<file path="src/hw/rtl/mtc_pkg.sv">
// ----------------------------------------------------------------------------
// mtc_pkg
// Shared constants, symbol table, job descriptor and lookup helpers for the
// Morse text codec.
// ----------------------------------------------------------------------------
`default_nettype none

package mtc_pkg;

    localparam int MAX_CODE_LEN_DEFAULT = 5;
    localparam int QUEUE_DEPTH_DEFAULT  = 2;

    // longest code in the symbol table
    localparam int TAB_MAX_LEN = 5;
    localparam int SYM_LEN_W   = 3;
    localparam int TAB_SIZE    = 36;

    // configuration port
    localparam int APB_ADDR_W = 3;
    localparam int APB_DATA_W = 32;
    localparam logic REG_DIRECTION = 1'b0;

    localparam logic DIR_ENCODE = 1'b0;

    localparam logic [7:0] CH_SPACE = 8'h20;
    localparam logic [7:0] CH_SLASH = 8'h2F;
    localparam logic [7:0] CH_QMARK = 8'h3F;
    localparam logic [7:0] CH_DOT   = 8'h2E;
    localparam logic [7:0] CH_DASH  = 8'h2D;
    localparam logic [7:0] CH_NL    = 8'h0A;
    localparam logic [7:0] CH_LOW_A = 8'h61;
    localparam logic [7:0] CH_LOW_Z = 8'h7A;
    localparam logic [7:0] CASE_OFS = 8'h20;

    // {char, length, symbols}; symbol bit i set for a dash at position i
    localparam logic [15:0] MORSE_TAB [TAB_SIZE] = '{
        {"A", 3'd2, 5'b00010}, {"B", 3'd4, 5'b00001}, {"C", 3'd4, 5'b00101},
        {"D", 3'd3, 5'b00001}, {"E", 3'd1, 5'b00000}, {"F", 3'd4, 5'b00100},
        {"G", 3'd3, 5'b00011}, {"H", 3'd4, 5'b00000}, {"I", 3'd2, 5'b00000},
        {"J", 3'd4, 5'b01110}, {"K", 3'd3, 5'b00101}, {"L", 3'd4, 5'b00010},
        {"M", 3'd2, 5'b00011}, {"N", 3'd2, 5'b00001}, {"O", 3'd3, 5'b00111},
        {"P", 3'd4, 5'b00110}, {"Q", 3'd4, 5'b01011}, {"R", 3'd3, 5'b00010},
        {"S", 3'd3, 5'b00000}, {"T", 3'd1, 5'b00001}, {"U", 3'd3, 5'b00100},
        {"V", 3'd4, 5'b01000}, {"W", 3'd3, 5'b00110}, {"X", 3'd4, 5'b01001},
        {"Y", 3'd4, 5'b01101}, {"Z", 3'd4, 5'b00011}, {"1", 3'd5, 5'b11110},
        {"2", 3'd5, 5'b11100}, {"3", 3'd5, 5'b11000}, {"4", 3'd5, 5'b10000},
        {"5", 3'd5, 5'b00000}, {"6", 3'd5, 5'b00001}, {"7", 3'd5, 5'b00011},
        {"8", 3'd5, 5'b00111}, {"9", 3'd5, 5'b01111}, {"0", 3'd5, 5'b11111}
    };

    // One queued job: symbols first, then literal char, space, newline.
    typedef struct packed {
        logic [SYM_LEN_W-1:0]   sym_len;
        logic [TAB_MAX_LEN-1:0] sym_bits;
        logic                   ch_vld;
        logic [7:0]             ch;
        logic                   sp_vld;
        logic                   nl_vld;
    } job_t;

    typedef struct packed {
        logic                   found;
        logic [SYM_LEN_W-1:0]   len;
        logic [TAB_MAX_LEN-1:0] sym;
    } enc_t;

    // Character to code; entries are unique so matches are OR-merged.
    function automatic enc_t morse_encode(input logic [7:0] ch);
        enc_t r;
        r = '0;
        for (int i = 0; i < TAB_SIZE; i++) begin
            if (MORSE_TAB[i][15:8] == ch) begin
                r.found = 1'b1;
                r.len   = r.len | MORSE_TAB[i][7:5];
                r.sym   = r.sym | MORSE_TAB[i][4:0];
            end
        end
        return r;
    endfunction

    // Code to character, zero when nothing matches.
    function automatic logic [7:0] morse_decode(input logic [SYM_LEN_W-1:0] len,
                                                input logic [TAB_MAX_LEN-1:0] sym);
        logic [7:0] r;
        r = '0;
        for (int i = 0; i < TAB_SIZE; i++) begin
            if (MORSE_TAB[i][7:5] == len && MORSE_TAB[i][4:0] == sym) begin
                r = r | MORSE_TAB[i][15:8];
            end
        end
        return r;
    endfunction

endpackage

`default_nettype wire

</file>
<file path="src/hw/rtl/mtc_front.sv">
// ----------------------------------------------------------------------------
// mtc_front
// Accepts input characters, tracks the pending decode code and turns each
// character that yields output into a job descriptor for the output sequencer.
// ----------------------------------------------------------------------------
`default_nettype none

module mtc_front #(
    parameter int MAX_CODE_LEN = 5
) (
    input  wire logic          aclk,
    input  wire logic          aresetn,
    input  wire logic          direction,
    input  wire logic          s_valid,
    output logic               s_ready,
    input  wire logic [7:0]    s_in_char,
    input  wire logic          s_end_of_text,
    input  wire logic          q_full,
    output logic               q_push,
    output mtc_pkg::job_t      q_data
);
    import mtc_pkg::*;

    localparam int LEN_W = $clog2(MAX_CODE_LEN + 1);

    logic [MAX_CODE_LEN-1:0] code_sym_reg, code_sym_next;
    logic [LEN_W-1:0]        code_len_reg, code_len_next;
    logic                    code_bad_reg, code_bad_next;
    logic                    code_slash_reg, code_slash_next;

    logic [MAX_CODE_LEN-1:0] add_sym;
    logic [LEN_W-1:0]        add_len;
    logic                    add_bad, add_slash;
    logic [7:0]              upper, r_now, r_add;
    logic                    accept;
    enc_t                    enc;
    job_t                    job;

    function automatic logic [7:0] lookup(input logic [MAX_CODE_LEN-1:0] sym,
                                          input logic [LEN_W-1:0] len,
                                          input logic bad,
                                          input logic slash);
        logic [7:0] r;
        r = '0;
        if (bad) begin
            r = '0;
        end else if (slash) begin
            r = CH_SPACE;
        end else if (len != '0 && len <= LEN_W'(TAB_MAX_LEN)) begin
            r = morse_decode(len[SYM_LEN_W-1:0], sym[TAB_MAX_LEN-1:0]);
        end
        return r;
    endfunction

    assign s_ready = !q_full;
    assign accept  = s_valid && s_ready;

    always_comb begin
        // collect one symbol into the pending code
        add_sym   = code_sym_reg;
        add_len   = code_len_reg;
        add_bad   = code_bad_reg;
        add_slash = code_slash_reg;
        if (s_in_char == CH_DOT || s_in_char == CH_DASH) begin
            if (code_slash_reg || code_len_reg >= LEN_W'(MAX_CODE_LEN)) begin
                add_bad = 1'b1;
            end else begin
                if (s_in_char == CH_DASH) begin
                    add_sym = code_sym_reg | (MAX_CODE_LEN'(1) << code_len_reg);
                end
                add_len = code_len_reg + LEN_W'(1);
            end
        end else if (s_in_char == CH_SLASH) begin
            if (code_len_reg != '0 || code_bad_reg || code_slash_reg) begin
                add_bad = 1'b1;
            end else begin
                add_slash = 1'b1;
            end
        end else begin
            add_bad = 1'b1;
        end

        r_now = lookup(code_sym_reg, code_len_reg, code_bad_reg, code_slash_reg);
        r_add = lookup(add_sym, add_len, add_bad, add_slash);

        upper = (s_in_char >= CH_LOW_A && s_in_char <= CH_LOW_Z) ?
                s_in_char - CASE_OFS : s_in_char;
        enc   = morse_encode(upper);

        job             = '0;
        job.nl_vld      = s_end_of_text;
        code_sym_next   = code_sym_reg;
        code_len_next   = code_len_reg;
        code_bad_next   = code_bad_reg;
        code_slash_next = code_slash_reg;

        if (direction == DIR_ENCODE) begin
            job.sp_vld = 1'b1;
            if (upper == CH_SPACE) begin
                job.ch_vld = 1'b1;
                job.ch     = CH_SLASH;
            end else if (enc.found) begin
                job.sym_len  = enc.len;
                job.sym_bits = enc.sym;
            end else begin
                job.ch_vld = 1'b1;
                job.ch     = CH_QMARK;
            end
        end else if (s_in_char == CH_SPACE) begin
            job.ch_vld      = 1'b1;
            job.ch          = (r_now != '0) ? r_now : CH_QMARK;
            code_sym_next   = '0;
            code_len_next   = '0;
            code_bad_next   = 1'b0;
            code_slash_next = 1'b0;
        end else if (s_end_of_text) begin
            // end of text flushes a valid pending code
            job.ch_vld      = (r_add != '0);
            job.ch          = r_add;
            code_sym_next   = '0;
            code_len_next   = '0;
            code_bad_next   = 1'b0;
            code_slash_next = 1'b0;
        end else begin
            code_sym_next   = add_sym;
            code_len_next   = add_len;
            code_bad_next   = add_bad;
            code_slash_next = add_slash;
        end
    end

    // characters that produce no output never enter the queue
    assign q_push = accept && (job.sym_len != '0 || job.ch_vld || job.sp_vld || job.nl_vld);
    assign q_data = job;

    always_ff @(posedge aclk) begin
        if (!aresetn) begin
            code_sym_reg   <= '0;
            code_len_reg   <= '0;
            code_bad_reg   <= 1'b0;
            code_slash_reg <= 1'b0;
        end else if (accept) begin
            code_sym_reg   <= code_sym_next;
            code_len_reg   <= code_len_next;
            code_bad_reg   <= code_bad_next;
            code_slash_reg <= code_slash_next;
        end
    end

endmodule

`default_nettype wire

</file>
<file path="src/hw/rtl/mtc_queue.sv">
// ----------------------------------------------------------------------------
// mtc_queue
// Small register FIFO of job descriptors between front and back.
// ----------------------------------------------------------------------------
`default_nettype none

module mtc_queue #(
    parameter int DEPTH = 2
) (
    input  wire logic           aclk,
    input  wire logic           aresetn,
    input  wire logic           push,
    input  wire mtc_pkg::job_t  push_data,
    output logic                full,
    input  wire logic           pop,
    output logic                vld,
    output mtc_pkg::job_t       pop_data
);
    import mtc_pkg::*;

    localparam int PTR_W = (DEPTH > 1) ? $clog2(DEPTH) : 1;
    localparam int CNT_W = $clog2(DEPTH + 1);

    job_t             mem_reg [DEPTH];
    logic [PTR_W-1:0] wr_ptr_reg, wr_ptr_next;
    logic [PTR_W-1:0] rd_ptr_reg, rd_ptr_next;
    logic [CNT_W-1:0] cnt_reg, cnt_next;
    logic             do_push, do_pop;

    assign full     = (cnt_reg == CNT_W'(DEPTH));
    assign vld      = (cnt_reg != '0);
    assign pop_data = mem_reg[rd_ptr_reg];
    assign do_push  = push && !full;
    assign do_pop   = pop && vld;

    always_comb begin
        wr_ptr_next = wr_ptr_reg;
        rd_ptr_next = rd_ptr_reg;
        cnt_next    = cnt_reg;
        if (do_push) begin
            wr_ptr_next = (wr_ptr_reg == PTR_W'(DEPTH - 1)) ? '0 : wr_ptr_reg + PTR_W'(1);
        end
        if (do_pop) begin
            rd_ptr_next = (rd_ptr_reg == PTR_W'(DEPTH - 1)) ? '0 : rd_ptr_reg + PTR_W'(1);
        end
        if (do_push && !do_pop) begin
            cnt_next = cnt_reg + CNT_W'(1);
        end else if (do_pop && !do_push) begin
            cnt_next = cnt_reg - CNT_W'(1);
        end
    end

    always_ff @(posedge aclk) begin
        if (!aresetn) begin
            wr_ptr_reg <= '0;
            rd_ptr_reg <= '0;
            cnt_reg    <= '0;
        end else begin
            wr_ptr_reg <= wr_ptr_next;
            rd_ptr_reg <= rd_ptr_next;
            cnt_reg    <= cnt_next;
        end
    end

    always_ff @(posedge aclk) begin
        if (do_push) begin
            mem_reg[wr_ptr_reg] <= push_data;
        end
    end

endmodule

`default_nettype wire

</file>
<file path="src/hw/rtl/mtc_back.sv">
// ----------------------------------------------------------------------------
// mtc_back
// Output sequencer: walks the current job one character per cycle into a
// registered result stage, holding while a result waits on m_ready.
// ----------------------------------------------------------------------------
`default_nettype none

module mtc_back (
    input  wire logic           aclk,
    input  wire logic           aresetn,
    input  wire logic           q_vld,
    input  wire mtc_pkg::job_t  q_data,
    output logic                q_pop,
    output logic                m_valid,
    input  wire logic           m_ready,
    output logic [7:0]          m_out_char,
    output logic                m_last
);
    import mtc_pkg::*;

    job_t       cur_reg, cur_next;
    logic       cur_vld_reg, cur_vld_next;
    logic       out_vld_reg, out_vld_next;
    logic [7:0] out_char_reg, out_char_next;
    logic       out_last_reg, out_last_next;

    job_t       after;
    logic [7:0] ch_o;
    logic       is_last, emit;

    always_comb begin
        after = cur_reg;
        ch_o  = CH_NL;
        if (cur_reg.sym_len != '0) begin
            ch_o           = cur_reg.sym_bits[0] ? CH_DASH : CH_DOT;
            after.sym_bits = cur_reg.sym_bits >> 1;
            after.sym_len  = cur_reg.sym_len - SYM_LEN_W'(1);
        end else if (cur_reg.ch_vld) begin
            ch_o         = cur_reg.ch;
            after.ch_vld = 1'b0;
        end else if (cur_reg.sp_vld) begin
            ch_o         = CH_SPACE;
            after.sp_vld = 1'b0;
        end else begin
            ch_o         = CH_NL;
            after.nl_vld = 1'b0;
        end
        is_last = (after.sym_len == '0) && !after.ch_vld && !after.sp_vld && !after.nl_vld;

        emit  = cur_vld_reg && (!out_vld_reg || m_ready);
        // next job loads in the cycle the current one emits its last char
        q_pop = q_vld && (!cur_vld_reg || (emit && is_last));

        cur_next      = cur_reg;
        cur_vld_next  = cur_vld_reg;
        out_vld_next  = out_vld_reg;
        out_char_next = out_char_reg;
        out_last_next = out_last_reg;

        if (emit) begin
            out_vld_next  = 1'b1;
            out_char_next = ch_o;
            out_last_next = is_last;
            cur_next      = after;
            if (is_last) begin
                cur_vld_next = 1'b0;
            end
        end else if (m_ready) begin
            out_vld_next = 1'b0;
        end
        if (q_pop) begin
            cur_next     = q_data;
            cur_vld_next = 1'b1;
        end
    end

    always_ff @(posedge aclk) begin
        if (!aresetn) begin
            cur_vld_reg <= 1'b0;
            out_vld_reg <= 1'b0;
        end else begin
            cur_vld_reg <= cur_vld_next;
            out_vld_reg <= out_vld_next;
        end
    end

    always_ff @(posedge aclk) begin
        cur_reg      <= cur_next;
        out_char_reg <= out_char_next;
        out_last_reg <= out_last_next;
    end

    assign m_valid    = out_vld_reg;
    assign m_out_char = out_char_reg;
    assign m_last     = out_last_reg;

endmodule

`default_nettype wire

</file>
<file path="src/hw/rtl/morse_text_codec.sv">
// A first result passes the job queue, the current-job register and the result register.
// Throughput: one result per cycle from the output sequencer while results are taken;
// a character has 1 to 7 results, and one that yields none never enters the queue.
// Input stalls only when the job queue between front and sequencer is full.
// Reset (aresetn low, synchronous) clears direction to encode, the pending code and queue.
// ----------------------------------------------------------------------------
// morse_text_codec
// ASCII text to Morse text converter and back, selected by the direction
// register; front classifier, job queue and output sequencer.
// ----------------------------------------------------------------------------
`default_nettype none

module morse_text_codec #(
    parameter int MAX_CODE_LEN = mtc_pkg::MAX_CODE_LEN_DEFAULT,
    parameter int QUEUE_DEPTH  = mtc_pkg::QUEUE_DEPTH_DEFAULT
) (
    input  wire logic                           aclk,
    input  wire logic                           aresetn,
    input  wire logic                           s_valid,
    output logic                                s_ready,
    input  wire logic [7:0]                     s_in_char,
    input  wire logic                           s_end_of_text,
    output logic                                m_valid,
    input  wire logic                           m_ready,
    output logic [7:0]                          m_out_char,
    output logic                                m_last,
    input  wire logic                           psel,
    input  wire logic                           penable,
    input  wire logic                           pwrite,
    input  wire logic [mtc_pkg::APB_ADDR_W-1:0] paddr,
    input  wire logic [mtc_pkg::APB_DATA_W-1:0] pwdata,
    output logic [mtc_pkg::APB_DATA_W-1:0]      prdata,
    output logic                                pready
);
    import mtc_pkg::*;

    logic direction_reg, direction_next;
    logic reg_idx;
    logic q_push, q_full, q_pop, q_vld;
    job_t push_job, pop_job;

    assign pready  = 1'b1;
    assign reg_idx = paddr[APB_ADDR_W-1];

    always_comb begin
        direction_next = direction_reg;
        if (psel && penable && pwrite && pready && reg_idx == REG_DIRECTION) begin
            direction_next = pwdata[0];
        end
    end

    always_ff @(posedge aclk) begin
        if (!aresetn) begin
            direction_reg <= DIR_ENCODE;
        end else begin
            direction_reg <= direction_next;
        end
    end

    assign prdata = (reg_idx == REG_DIRECTION) ?
                    {{(APB_DATA_W - 1){1'b0}}, direction_reg} : '0;

    mtc_front #(
        .MAX_CODE_LEN (MAX_CODE_LEN)
    ) u_front (
        .aclk          (aclk),
        .aresetn       (aresetn),
        .direction     (direction_reg),
        .s_valid       (s_valid),
        .s_ready       (s_ready),
        .s_in_char     (s_in_char),
        .s_end_of_text (s_end_of_text),
        .q_full        (q_full),
        .q_push        (q_push),
        .q_data        (push_job)
    );

    mtc_queue #(
        .DEPTH (QUEUE_DEPTH)
    ) u_queue (
        .aclk      (aclk),
        .aresetn   (aresetn),
        .push      (q_push),
        .push_data (push_job),
        .full      (q_full),
        .pop       (q_pop),
        .vld       (q_vld),
        .pop_data  (pop_job)
    );

    mtc_back u_back (
        .aclk       (aclk),
        .aresetn    (aresetn),
        .q_vld      (q_vld),
        .q_data     (pop_job),
        .q_pop      (q_pop),
        .m_valid    (m_valid),
        .m_ready    (m_ready),
        .m_out_char (m_out_char),
        .m_last     (m_last)
    );

endmodule

`default_nettype wire

</file>
<file path="config.mk">
export PLATFORM = sky130hd
export DESIGN_NAME = morse_text_codec
export DESIGN_NICKNAME = d
export VERILOG_FILES = /design/src/hw/rtl/mtc_pkg.sv /design/src/hw/rtl/mtc_front.sv /design/src/hw/rtl/mtc_queue.sv /design/src/hw/rtl/mtc_back.sv /design/src/hw/rtl/morse_text_codec.sv
export SDC_FILE = /design/constraint.sdc
export NUM_CORES = 1
export LEC_CHECK = 0
export BUFFER_PORTS_ARGS = -buffer_cell sky130_fd_sc_hd__buf_2
export CORE_MARGIN = 4
export CORE_UTILIZATION = 60
export CTS_CLUSTER_SIZE = 25
export DETAILED_ROUTE_END_ITERATION = 6
export PLACE_DENSITY = 0.8
export SLEW_MARGIN = 20
export SYNTH_ARGS = -nofsm -noshare
export SYNTH_HDL_FRONTEND = slang
export SYNTH_HIERARCHICAL = 1
export SYNTH_SLANG_ARGS = --single-unit
</file>
<file path="constraint.sdc">
create_clock -name aclk -period 5.15 [get_ports aclk]
set_input_delay 0.7725 -clock aclk [delete_from_list [all_inputs] [get_ports aclk]]
set_output_delay 0.7725 -clock aclk [all_outputs]
set_load 0.03 [all_outputs]
</file>
==> impl_metrics.toml <==
[synthesis]
synth.avg_cell_area_um2 = 8.77
ys.flop_type = "edfxtp_1"
synth_commonest_cells = "edfxtp_1, nand2_1, nor2_1"
synth.distinct_cells = 94
yosys.area.top_type = "edfxtp_1"
yosys_warnings = 6
synth.top_cells.by_area = "edfxtp_1, dfxtp_1, buf_4"
syn_inst = 742
ys_seq_elements = 84
seq_area_frac_synth_pct = 36.0
synthDominantCellAreaShare_pct = 30.5
async_flop_share_pct = 0
synth_edf_count = 66
synth.most_common_cell = "edfxtp_1"
syn_area_um2 = 6500

[timing]
final_hold_viol_count = 0
tightest_slew_ns = 0.900
skew_ns = 0.0163
fin_crit_sh_pct = 77.9
clock.fmax_mhz = 249
whs_ns = 0.560
grt_setup_unrepaired = "no"
finalSetupViolations = 0
relSlewSlack_pct = 40.0
finalMaxSlewViolations = 0
post-route-min-period_ns = 4.01
finalSetupTns_ns = 0

[critical_path]
critPathMaxStageDelay_ns = 0.72
end_kind = "flop"
cp-start-kind = "flop"
crit_fanout = 10
crit_family = "compound AO/OA/AOI/OAI gates"
required_ns = 5.25
worstSetupPathType = "flop to flop"
cp.arrival_ns = 4.12
worst-path-buf-inv = 1
crit_path_cell_trace = "inv_1, ha_1, nor2b_1, a41oi_1, a211o_1, a211o_1, o211ai_1, nor4_2, a41oi_1, o311a_1"
cp_slowest_cell = "a41oi_1"

[power_and_ir_drop]
sw_frac_of_total_pct = 35.7
p_leak_nw = 2.38
clockPowerShare_pct = 20.2
power_density_nw_per_um2 = 342
seq_power_share_pct = 47.2
switching_power_uw = 818
combPwrFrac_pct = 32.6
internal_power_mw = 1.47
design_power_total_mw = 2.29
peakVddDrop_v = 0.000338

[clocking]
hold_buffers = 0
htree_levels = 3
clock_latency_ns = 0.36
postCtsSetupBuffers = 0
cts_resized = 0
clock_sinks = 84
clkTransAtPathRegs_ns = 0.10
cts-root-buf = "clkbuf_8"
numCtsBuffers = 9
clock_path_buffers = 2
cts_tree = "yes"

[floorplan]
placeableCoreArea_um2 = 10500
initial_core_util_pct = 62.2
die-area_um2 = 12600
ios = 95
rows = 37
fp.dieH_um = 112
die_x_um = 112

[hold_path]
hp-class = "flop to flop"

[global_route]
grt_pass1_vias = 5272
grt.overflow.total = 0
grt_pass1_wl_um = 26800
grt_start_max_net_pins = 35
track_usage_pct = 25.7
antenna_found_initial = 0

[detailed_routing]
drt.antenna.violating_nets = 0
post_drt_wl_per_cell_um = 18.6
drt-total-wl_um = 16300
drc = 0
drt_iter0_markers = 710
viasPerCell = 6.55
vias = 5746
drtPass1Iterations = 6

[finish]
synthToLayoutAreaGrowth_pct = 3.06
nets = 797
fin_util_pct = 64.1
stdcell_area_um2 = 6700
drive_gt1_share_pct = 13.6
largest_reg_flops = 38
n_antenna_cell = 0

[placed_design]
post-dp-hpwl_um = 12000
place.gp.congestion = 0.920
portBuffers = 29
placed_area_um2 = 6500

[run_status]
outcome = "completed"

[job]
max_cap_violations = 0
[per-stage QoR]
| step | instances | worst slack [ns] |
|---|---|---|
| 2_1_floorplan | 772 | 1.54 |
| 3_3_place_gp | 861 | 1.06 |
| 3_5_place_dp | 861 | 1.06 |
| 4_1_cts | 877 | 1.26 |
| 5_1_grt | 877 | 0.970 |
| 6_report | 877 | 1.14 |
[power by group through the flow]
| stage | combinational [mW] | clock [mW] | sequential [mW] |
|---|---|---|---|
| CTS | 0.748 | 0.473 | 1.08 |
| finish | 0.747 | 0.464 | 1.08 |
| global placement | 0.702 | 0 | 1.09 |
| detailed placement | 0.743 | 0 | 1.10 |
| floorplan | 0.608 | 0 | 1.09 |
| global route | 0.817 | 0.509 | 1.11 |
[worst reg2reg max path, delay by kind of cell, from the launching register on]
family          cells  cell delay [ns]
simple gates        2             0.61
flops               1             0.59
buf+inv             1             0.24
compound gates      6             1.95
fa+ha+maj           1             0.38
[worst paths after layout]
check,from,endpoint,slack (ns),cells past startpoint
setup / recovery,u_front/code_len_reg[0],u_queue/mem_reg[0][10],1.14,10
hold / removal,u_back/after[5],u_back/m_out_char[3],0.56,1
setup reg to reg,u_front/code_len_reg[0],u_queue/mem_reg[0][10],1.14,10
hold reg to reg,u_back/after[5],u_back/m_out_char[3],0.56,1
[layout make-up]
class | instances | area [um2]
fill | 906 | 3760
multi-input combinational | 573 | 3680
sequential | 84 | 2340
timing repair buffer | 33 | 175
tap | 136 | 170
inverter | 35 | 131
clock buffer | 9 | 124
clock inverter | 7 | 76.3
[layer usage]
layer	vias up	track usage (%)	share of wire (%)	wire length, um
met5	-	0	0	0
met4	0	8.41	2.2	354
met3	34	4.37	7.8	1270
met2	306	43.2	50	8110
met1	2712	33.8	40	6570
li1	2694	-	-	-
[kinds of logic after synthesis]
logic type      Yosys count  share of synthesized area (%)
flops                    84                           36.0
simple gates            268                           22.3
compound gates          221                           23.7
other cells               3                          0.173
xor+xnor                  4                          0.539
buf+inv                 115                           9.08
mux                      37                           6.29
fa+ha+maj                10                           1.92
[cell usage in the layout (no fill, tap or decap), drive strengths merged, types with 4 or more instances in the layout]
cell / instances
nor4: 7
clkinv: 4
a21oi: 46
o21a: 8
inv: 38
nand2: 65
dfxtp: 18
nor3: 21
nand2b: 19
and3: 11
a211o: 6
buf: 33
o31ai: 5
and2: 20
edfxtp: 66
nand3: 18
o32ai: 4
clkbuf: 9
mux2: 25
conb: 33
o21ai: 45
a31oi: 19
or3: 6
a21o: 9
nor2: 57
or4: 4
a2111oi: 4
a211oi: 7
nand4: 7
o211ai: 7
a41oi: 7
ha: 10
nor4b: 5
mux2i: 12
or2: 4
o22ai: 14
a21boi: 6
nor2b: 9
Note: power is estimated with default switching activity, not from simulation.
